## src/ots_pkg.sv

```systemverilog
// ----------------------------------------------------------------------------
// Order table snapshot builder: shared definitions
// Word layouts, message kinds, error codes and sequencer states that are used
// by the controller and the top level.
// ----------------------------------------------------------------------------
package ots_pkg;

	// Operation carried by an input word.
	typedef enum logic {
		OP_UPDATE   = 1'b0,
		OP_SNAPSHOT = 1'b1
	} op_t;

	// Incremental update types.
	typedef enum logic [1:0] {
		UPD_ADD    = 2'd0,
		UPD_MODIFY = 2'd1,
		UPD_CANCEL = 2'd2,
		UPD_OTHER  = 2'd3
	} upd_t;

	// Result message kinds.
	typedef enum logic [2:0] {
		KIND_ACK   = 3'd0,
		KIND_START = 3'd1,
		KIND_CLEAR = 3'd2,
		KIND_ORDER = 3'd3,
		KIND_END   = 3'd4
	} kind_t;

	// Acknowledgement error codes.
	typedef enum logic [2:0] {
		ERR_OK          = 3'd0,
		ERR_ADD_DUP     = 3'd1,
		ERR_MOD_MISSING = 3'd2,
		ERR_CXL_MISSING = 3'd3,
		ERR_CXL_SIDE    = 3'd4,
		ERR_RANGE       = 3'd5
	} err_t;

	// Sequencer states.
	typedef enum logic [2:0] {
		S_IDLE,
		S_UPDATE,
		S_START,
		S_CLEAR,
		S_SCAN,
		S_EMIT,
		S_END
	} state_t;

	// Input word.
	typedef struct packed {
		logic               op;
		logic [1:0]         update_type;
		logic [1:0]         ticker_id;
		logic [2:0]         order_id;
		logic               side;
		logic signed [31:0] price;
		logic [31:0]        qty;
		logic [31:0]        seq_num;
	} in_t;

	// Result word.
	typedef struct packed {
		logic [2:0]         kind;
		logic [5:0]         snap_index;
		logic [1:0]         out_ticker;
		logic [2:0]         out_order;
		logic               out_side;
		logic signed [31:0] out_price;
		logic [31:0]        out_qty;
		logic [31:0]        seq_value;
		logic [2:0]         error;
		logic               seq_gap;
		logic               last;
	} out_t;

	// One table entry as held in the slot memory.
	typedef struct packed {
		logic               side;
		logic signed [31:0] price;
		logic [31:0]        qty;
	} entry_t;

	localparam int ENTRY_W = $bits(entry_t);

	// Valid-bit commands from the controller to the slot table.
	typedef struct packed {
		logic set;
		logic clr;
	} vld_cmd_t;

endpackage

```

## src/ots_ram.sv

```systemverilog
// ----------------------------------------------------------------------------
// Generic synchronous RAM
// One write port and one read port, read data registered.
// ----------------------------------------------------------------------------
module ots_ram #(
	parameter int WIDTH = 8,
	parameter int DEPTH = 16
) (
	input  logic                                   clk,
	input  logic                                   we,
	input  logic [(DEPTH > 1 ? $clog2(DEPTH) : 1)-1:0] waddr,
	input  logic [WIDTH-1:0]                       wdata,
	input  logic [(DEPTH > 1 ? $clog2(DEPTH) : 1)-1:0] raddr,
	output logic [WIDTH-1:0]                       rdata
);

	logic [WIDTH-1:0] mem_q [DEPTH];

	// Write port and registered read port.
	always_ff @(posedge clk) begin
		if (we) begin
			mem_q[waddr] <= wdata;
		end
		rdata <= mem_q[raddr];
	end

endmodule

```

## src/ots_ctrl.sv

```systemverilog
// ----------------------------------------------------------------------------
// Order table controller
// Sequencer that applies updates as a read-modify-write of one slot and walks
// the table for snapshots. Keeps the last sequence number.
// ----------------------------------------------------------------------------
module ots_ctrl #(
	parameter int NUM_TICKERS = 4,
	parameter int ORDER_SLOTS = 8
) (
	input  logic                  clk,
	input  logic                  arst_n,
	input  logic                  start,
	output logic                  busy,
	input  ots_pkg::in_t          cmd,
	output logic [((NUM_TICKERS * ORDER_SLOTS) > 1 ?
		$clog2(NUM_TICKERS * ORDER_SLOTS) : 1)-1:0] addr,
	input  logic                  slot_valid,
	input  ots_pkg::entry_t       rd_entry,
	output logic                  ram_we,
	output ots_pkg::entry_t       wr_entry,
	output ots_pkg::vld_cmd_t     vld_cmd,
	output logic                  res_strobe,
	output ots_pkg::out_t         res
);

	import ots_pkg::*;

	localparam int DEPTH = NUM_TICKERS * ORDER_SLOTS;
	localparam int AW    = DEPTH > 1 ? $clog2(DEPTH) : 1;
	localparam int TW    = NUM_TICKERS > 1 ? $clog2(NUM_TICKERS) : 1;
	localparam int OW    = ORDER_SLOTS > 1 ? $clog2(ORDER_SLOTS) : 1;

	state_t       state_q, state_d;
	in_t          req_q;
	logic [31:0]  last_seq_q;
	logic [TW-1:0] tick_q;
	logic [OW-1:0] ord_q;
	logic [5:0]   idx_q;
	logic         last_ord, last_tick, in_range;
	err_t         err;

	// Flat slot index of a ticker and order pair.
	function automatic logic [AW-1:0] slot_of(input logic [2:0] t, input logic [2:0] o);
		return AW'(int'(t) * ORDER_SLOTS + int'(o));
	endfunction

	assign busy      = (state_q != S_IDLE);
	assign last_ord  = (ord_q == OW'(ORDER_SLOTS - 1));
	assign last_tick = (tick_q == TW'(NUM_TICKERS - 1));
	assign in_range  = (int'(req_q.ticker_id) < NUM_TICKERS) &&
		(int'(req_q.order_id) < ORDER_SLOTS);

	// Slot address: the new request on accept, the held request while it is
	// written back, the walk position during a snapshot.
	always_comb begin
		unique case (state_q)
			S_IDLE:   addr = slot_of({1'b0, cmd.ticker_id}, cmd.order_id);
			S_UPDATE: addr = slot_of({1'b0, req_q.ticker_id}, req_q.order_id);
			default:  addr = slot_of(3'(tick_q), 3'(ord_q));
		endcase
	end

	// Update error check against the slot read on accept.
	always_comb begin
		err = ERR_OK;
		if (req_q.update_type != UPD_OTHER) begin
			if (!in_range) begin
				err = ERR_RANGE;
			end else begin
				unique case (req_q.update_type)
					UPD_ADD:    err = slot_valid ? ERR_ADD_DUP : ERR_OK;
					UPD_MODIFY: err = slot_valid ? ERR_OK : ERR_MOD_MISSING;
					default: begin
						if (!slot_valid) begin
							err = ERR_CXL_MISSING;
						end else if (rd_entry.side != req_q.side) begin
							err = ERR_CXL_SIDE;
						end
					end
				endcase
			end
		end
	end

	// Next state.
	always_comb begin
		state_d = state_q;
		unique case (state_q)
			S_IDLE: begin
				if (start) begin
					state_d = (cmd.op == OP_SNAPSHOT) ? S_START : S_UPDATE;
				end
			end
			S_UPDATE: state_d = S_IDLE;
			S_START:  state_d = S_CLEAR;
			S_CLEAR:  state_d = S_SCAN;
			S_SCAN: begin
				if (slot_valid) begin
					state_d = S_EMIT;
				end else if (last_ord) begin
					state_d = last_tick ? S_END : S_CLEAR;
				end
			end
			S_EMIT: begin
				if (last_ord) begin
					state_d = last_tick ? S_END : S_CLEAR;
				end else begin
					state_d = S_SCAN;
				end
			end
			S_END:    state_d = S_IDLE;
			default:  state_d = S_IDLE;
		endcase
	end

	// Outputs: table writes and the result word.
	always_comb begin
		ram_we     = 1'b0;
		wr_entry   = rd_entry;
		vld_cmd    = '0;
		res_strobe = 1'b0;
		res        = '0;
		unique case (state_q)
			S_UPDATE: begin
				res_strobe  = 1'b1;
				res.kind    = KIND_ACK;
				res.error   = err;
				res.seq_gap = (req_q.seq_num != last_seq_q + 32'd1);
				res.last    = 1'b1;
				wr_entry.price = req_q.price;
				wr_entry.qty   = req_q.qty;
				if (err == ERR_OK && req_q.update_type == UPD_ADD) begin
					wr_entry.side = req_q.side;
					ram_we        = 1'b1;
					vld_cmd.set   = 1'b1;
				end else if (err == ERR_OK && req_q.update_type == UPD_MODIFY) begin
					ram_we = 1'b1;
				end else if (err == ERR_OK && req_q.update_type == UPD_CANCEL) begin
					vld_cmd.clr = 1'b1;
				end
			end
			S_START: begin
				res_strobe    = 1'b1;
				res.kind      = KIND_START;
				res.seq_value = last_seq_q;
			end
			S_CLEAR: begin
				res_strobe     = 1'b1;
				res.kind       = KIND_CLEAR;
				res.snap_index = idx_q;
				res.out_ticker = 2'(tick_q);
			end
			S_EMIT: begin
				res_strobe     = 1'b1;
				res.kind       = KIND_ORDER;
				res.snap_index = idx_q;
				res.out_ticker = 2'(tick_q);
				res.out_order  = 3'(ord_q);
				res.out_side   = rd_entry.side;
				res.out_price  = rd_entry.price;
				res.out_qty    = rd_entry.qty;
			end
			S_END: begin
				res_strobe     = 1'b1;
				res.kind       = KIND_END;
				res.snap_index = idx_q;
				res.seq_value  = last_seq_q;
				res.last       = 1'b1;
			end
			default: begin
			end
		endcase
	end

	// State, sequence number and snapshot walk counters.
	always_ff @(posedge clk or negedge arst_n) begin
		if (!arst_n) begin
			state_q    <= S_IDLE;
			last_seq_q <= '0;
			tick_q     <= '0;
			ord_q      <= '0;
			idx_q      <= '0;
		end else begin
			state_q <= state_d;
			if (state_q == S_UPDATE) begin
				last_seq_q <= req_q.seq_num;
			end
			if (state_q == S_START) begin
				tick_q <= '0;
				ord_q  <= '0;
				idx_q  <= 6'd1;
			end else if (res_strobe) begin
				idx_q <= idx_q + 6'd1;
			end
			if ((state_q == S_SCAN && !slot_valid) || state_q == S_EMIT) begin
				if (last_ord) begin
					ord_q  <= '0;
					tick_q <= tick_q + TW'(1);
				end else begin
					ord_q <= ord_q + OW'(1);
				end
			end
		end
	end

	// Request capture on accept.
	always_ff @(posedge clk) begin
		if (state_q == S_IDLE && start) begin
			req_q <= cmd;
		end
	end

endmodule

```

## src/order_table_snapshot_builder.sv

```systemverilog
// ----------------------------------------------------------------------------
// Order table snapshot builder
// Mirrors incremental order updates into a per-ticker slot table and publishes
// the whole table as a snapshot message stream on request.
// ----------------------------------------------------------------------------
//
//   channel   handshake            word
//   input     start & !busy        cmd    (ots_pkg::in_t)
//   result    strobe, no stall     result (ots_pkg::out_t)
//
// An update reads the slot on accept and writes it back in the next cycle,
// which also registers the acknowledgement. A snapshot sends a start word,
// then for each ticker a clear word and a visit to every slot of that ticker,
// with an extra step and an order word for each live order, then an end word.
// Reset clears all valid bits and the last sequence number at once; slot
// contents are left as they are. Results leave through an output register.
//
module order_table_snapshot_builder #(
	parameter int NUM_TICKERS = 4,
	parameter int ORDER_SLOTS = 8
) (
	input  logic          clk,
	input  logic          arst_n,
	input  logic          start,
	output logic          busy,
	input  ots_pkg::in_t  cmd,
	output logic          strobe,
	output ots_pkg::out_t result
);

	import ots_pkg::*;

	localparam int DEPTH = NUM_TICKERS * ORDER_SLOTS;
	localparam int AW    = DEPTH > 1 ? $clog2(DEPTH) : 1;

	logic [AW-1:0]    addr;
	logic [DEPTH-1:0] valid_q;
	logic             ram_we;
	entry_t           wr_entry, rd_entry;
	vld_cmd_t         vld_cmd;
	logic             res_strobe;
	out_t             res;

	// Slot contents: side, price and quantity.
	ots_ram #(
		.WIDTH(ENTRY_W),
		.DEPTH(DEPTH)
	) u_slot_ram (
		.clk  (clk),
		.we   (ram_we),
		.waddr(addr),
		.wdata(wr_entry),
		.raddr(addr),
		.rdata(rd_entry)
	);

	// Sequencer.
	ots_ctrl #(
		.NUM_TICKERS(NUM_TICKERS),
		.ORDER_SLOTS(ORDER_SLOTS)
	) u_ctrl (
		.clk       (clk),
		.arst_n    (arst_n),
		.start     (start),
		.busy      (busy),
		.cmd       (cmd),
		.addr      (addr),
		.slot_valid(valid_q[addr]),
		.rd_entry  (rd_entry),
		.ram_we    (ram_we),
		.wr_entry  (wr_entry),
		.vld_cmd   (vld_cmd),
		.res_strobe(res_strobe),
		.res       (res)
	);

	// Slot valid bits, cleared by reset.
	always_ff @(posedge clk or negedge arst_n) begin
		if (!arst_n) begin
			valid_q <= '0;
		end else if (vld_cmd.set) begin
			valid_q[addr] <= 1'b1;
		end else if (vld_cmd.clr) begin
			valid_q[addr] <= 1'b0;
		end
	end

	// Result strobe register.
	always_ff @(posedge clk or negedge arst_n) begin
		if (!arst_n) begin
			strobe <= 1'b0;
		end else begin
			strobe <= res_strobe;
		end
	end

	// Result word register.
	always_ff @(posedge clk) begin
		if (res_strobe) begin
			result <= res;
		end
	end

endmodule

```

## config.mk

```make
export PLATFORM = sky130hd
export DESIGN_NAME = order_table_snapshot_builder
export DESIGN_NICKNAME = d
export VERILOG_FILES = /design/src/ots_pkg.sv /design/src/ots_ram.sv /design/src/ots_ctrl.sv /design/src/order_table_snapshot_builder.sv
export SDC_FILE = /design/constraint.sdc
export NUM_CORES = 2
export LEC_CHECK = 0
export BUFFER_PORTS_ARGS = -buffer_cell sky130_fd_sc_hd__buf_2
export CORE_AREA = 2 2 560 284
export DETAILED_ROUTE_END_ITERATION = 8
export DIE_AREA = 0 0 562 286
export MAX_ROUTING_LAYER = met4
export PLACE_DENSITY_LB_ADDON = 0.3
export SLEW_MARGIN = 20
export SYNTH_ARGS = -nofsm -noshare
export SYNTH_HDL_FRONTEND = slang
export SYNTH_SLANG_ARGS = --single-unit
```

## constraint.sdc

```tcl
create_clock -name clk -period 17.14 [get_ports clk]
set_clock_uncertainty 0.15 [all_clocks]
set_input_delay 0.857 -clock clk [delete_from_list [all_inputs] [get_ports clk]]
set_output_delay 0.857 -clock clk [all_outputs]
set_load 0.03 [all_outputs]
```

==> key figures <==
STA
  • Final worst-path cycle share: between 40% and 50%
  • RSZ-0062 raised after global routing: no
  • Setup Viol. Count Final: 0
  • Rel. slew slack: 20.7%
  • Worst-Margin Slew: ~1.2 ns
  • Fmax: around 130 MHz
  • Slew Limit Fails: 0
  • Setup TNS: 0 ns
  • Tmin final: between 7 and 8 ns
  • Post-Route Hold Slack: between 0.02 and 0.03 ns
  • Final hold violation count: 0

Drt
  • Wire per inst: around 35 um
  • Vias: 49200
  • Antenna Nets Post-Route: 0
  • Remaining DRCs: 0
  • Drt via density: between 6 and 7
  • Drt pass-1 iters: 6
  • 1st-iter DRT viols: 9299
  • DRT Wirelength: 250000 um

Cells and area
  • Fraction of layout cells with a size suffix above 1: 25.6%
  • Final Net Count: roughly 5000
  • Final cell count without fillers: approximately 7100
  • Final instance area: ~100000 um2
  • Commonest cells after routing, fill and taps aside: edfxtp_1, mux4_2, nand2_1
  • Reg area: about 72000 um2
  • Area delta synth->final: 11.9%
  • Commonest non-fill, non-tap cell in the layout: edfxtp_1
  • Area occupied by multi-input gates: ~20000 um2
  • Fill count: between 9000 and 10000

GRT
  • Wire length of the first global-routing pass: approximately 350000 um
  • Grt total ovfl: 0
  • Initial antenna violation count: 15
  • Largest net degree at the start of global routing: 77
  • Gr usage total: 32.3%
  • Vias in the first global route: approximately 46000

Hold path
  • Min-Delay Path Class: primary input to register
  • Hold path depth: 1
  • Hold EP: u_ctrl.req_q[42]$_DFFE_PP_
  • Hold path startpoint: cmd[42]

Critical path
  • Crit-path slowest cell: nor2_4
  • Worst reg-to-reg setup slack: 9.47 ns
  • Worst Reg-to-Reg Cells: 11
  • FF-to-FF End: u_slot_ram.mem_q[26][42]$_DFFE_PP_
  • Critical Path AT: between 7 and 8 ns
  • Cell mode on critical path: buf_4
  • Worst-path cell chain: buf_4 > mux2i_1 > o21a_4 > nand2_1 > nor2_4 > a32o_1 > nor4_4 > xnor2_4 > buf_4 > nor3_4 > buf_4
  • Worst r2r src: u_ctrl.state_q[0]$_DFFE_PN0P_
  • Worst Path Required: between 15 and 20 ns
  • Max FO, Critical Path: 54
  • WP depth: 11
  • Crit-path max cell delay: 1.06 ns
  • Buf/Inv on CP: 3
  • Worst Setup End Kind: register
  • CP Class: register to register
  • CP Launch Type: register
  • Kind of cell adding the most delay to the critical path: simple AND/OR/NAND/NOR gates

CTS
  • Clk sinks: approximately 2400
  • Worst-Skew Late Latency: 0.87 ns
  • TritonCTS Buffers: ~200
  • CTS tree: yes
  • Number of gates resized after CTS: 0
  • Clock root buffer master: clkbuf_16
  • Postcts setup bufs: 0
  • Clock slew at reported path FFs: around 0.07 ns
  • Clock Tree Buf Depth: 4
  • H-tree level count: 4

Power
  • Total power: a little over 20 mW
  • Pwr dens: between 150 and 200 nW/um2
  • Leakage: around 34 nW
  • Maximum vdd drop: about 0.00023 V

Synth
  • Predominant post-synthesis flop cell: edfxtp_1
  • Ys Warns: 0
  • Avg Cell Area, Syn: between 20 and 25 um2
  • Ys async rst share: between 3 and 4%
  • EDFF count, synth: 2300
  • Post-synthesis cell area: slightly above 90000 um2
  • Mapped Cells: ~4500
  • Sequential share of the synthesized area: between 70% and 80%
  • #FFs+latches synth: between 2000 and 2500
  • Unique masters post-synth: slightly above 70
  • Post-Syn Nets: about 4600

Flow run
  • Maxcap violations: 0

Floorplanning
  • Initial Util: roughly three fifths
  • IO Pins: ~230
  • Std cell rows: around 100
  • DIE WIDTH: roughly 560 um
  • Core footprint: roughly 160000 um2
  • Die H: about 290 um
  • DIE AREA: ~160000 um2

Place
  • Detailed Place HPWL: 147000 um
  • Port bufs: around 230
  • Placer congestion estimate: about 0.9
  • DP Area: 96900 um2
  • Dpl cells: approximately 6700

Status
  • Status: finished clean
-- worst max path at each step --
| stage | to | slack [ns] | startpoint |
|---|---|---|---|
| final | u_slot_ram.mem_q[26][42]$_DFFE_PP_ | 9.47 | u_ctrl.state_q[0]$_DFFE_PN0P_ |
| after global routing | u_slot_ram.mem_q[26][53]$_DFFE_PP_ | 9.24 | u_ctrl.state_q[0]$_DFFE_PN0P_ |
| after CTS | u_slot_ram.mem_q[30][14]$_DFFE_PP_ | 9.68 | u_ctrl.state_q[0]$_DFFE_PN0P_ |
| after detailed placement | u_slot_ram.mem_q[26][21]$_DFFE_PP_ | 9.71 | u_ctrl.state_q[0]$_DFFE_PN0P_ |
| after global placement | u_slot_ram.mem_q[30][35]$_DFFE_PP_ | 9.85 | u_ctrl.state_q[0]$_DFFE_PN0P_ |
| after floorplan | u_slot_ram.mem_q[0][0]$_DFFE_PP_ | 9.50 | cmd[97] |
-- synth_stat cells (9+ instances only) --
library cell  number  share of area [%]
and3_1            75               0.51
nor3_1            15              0.081
nor2_1            45               0.18
nor2b_1            9              0.061
nand2_1          460                1.9
dfxtp_1           65                1.4
dfrtp_1           79                2.1
a21oi_1           40               0.22
o21ai_1           31               0.17
edfxtp_1        2300                 74
a21o_1            19               0.15
and2_1            41               0.28
buf_2             66               0.36
o31ai_1           34               0.27
nor3_2            31               0.33
buf_1             18              0.073
xnor2_1           25               0.24
nand4_1           36               0.24
mux4_2           521                 13
a22oi_1          178                1.4
o2111ai_1         17               0.16
clkbuf_1         155               0.63
buf_4             12              0.097
o21ai_0           34               0.18
mux2i_1           55               0.59
xor2_1            19               0.18
nand3_1           22               0.12
-- sequential cells by signal, indices dropped and copies added, names as in the netlist, named ones only --
| register | count |
|---|---|
| u_ctrl.last_seq_q | 32 |
| u_ctrl.ord_q | 3 |
| result | 116 |
| u_ctrl.tick_q | 2 |
| u_slot_ram.rdata | 65 |
| strobe | 1 |
| u_ctrl.state_q | 3 |
| u_ctrl.idx_q | 6 |
| u_slot_ram.mem_q | 2080 |
| u_ctrl.req_q | 104 |
-- worst reg2reg max path, stage by stage, from the launching register on --
cell,delay [ns]
dfrtp_4,0.80
buf_4,0.66
mux2i_1,0.47
o21a_4,0.33
nand2_1,0.60
nor2_4,1.06
a32o_1,0.42
nor4_4,0.14
xnor2_4,0.15
buf_4,0.43
nor3_4,1.06
buf_4,0.94
-- metal layers --
layer / up-vias / routed length [um] / track usage [%]
met1: 25800 / 99900 / 50.3
li1: 19100 / - / -
met4: 0 / 3980 / 5.36
met2: 3992 / 103000 / 40.8
met5: - / 0 / -
met3: 343 / 43100 / 12.4
-- power by group --
part           internal (mW)  switching [mW]
Sequential              8.19           0.321
Clock                   2.61            2.11
Combinational           2.32            5.20
-- cell families after synthesis --
logic type	after synthesis	synth area share, %
DFF	2444	77.9
and+or+nand+nor	775	4.00
muxes	582	13.3
AOI/OAI and AO/OA	403	3.06
buffers and inverters	258	1.19
xor gates and xnor gates	45	0.433
adders and majority gates	5	0.0674
-- stage by stage --
stage | util (%) | setup slack, ns
finish | 66.5 | 9.47
global route | 66.5 | 9.24
CTS | 66.4 | 9.68
detailed placement | 62.0 | 9.71
global placement | 62.0 | 9.85
floorplan | - | 9.50
-- final cells by class --
class | count | share of cell area [%]
multi-input combinational | 1810 | 19.1
timing repair buffer | 375 | 2.32
antenna | 14 | 0.0337
sequential | 2444 | 69.6
clock inverter | 99 | 1.03
inverter | 6 | 0.0217
tap | 2100 | 2.53
clock buffer | 273 | 5.38
-- repair_timing --
item                       in CTS  in global routing
hold endpoints to repair       37                  0
hold buffers                   17                  0
setup endpoints to repair       0                  0
No activity file was read; power rests on OpenSTA's default activity.
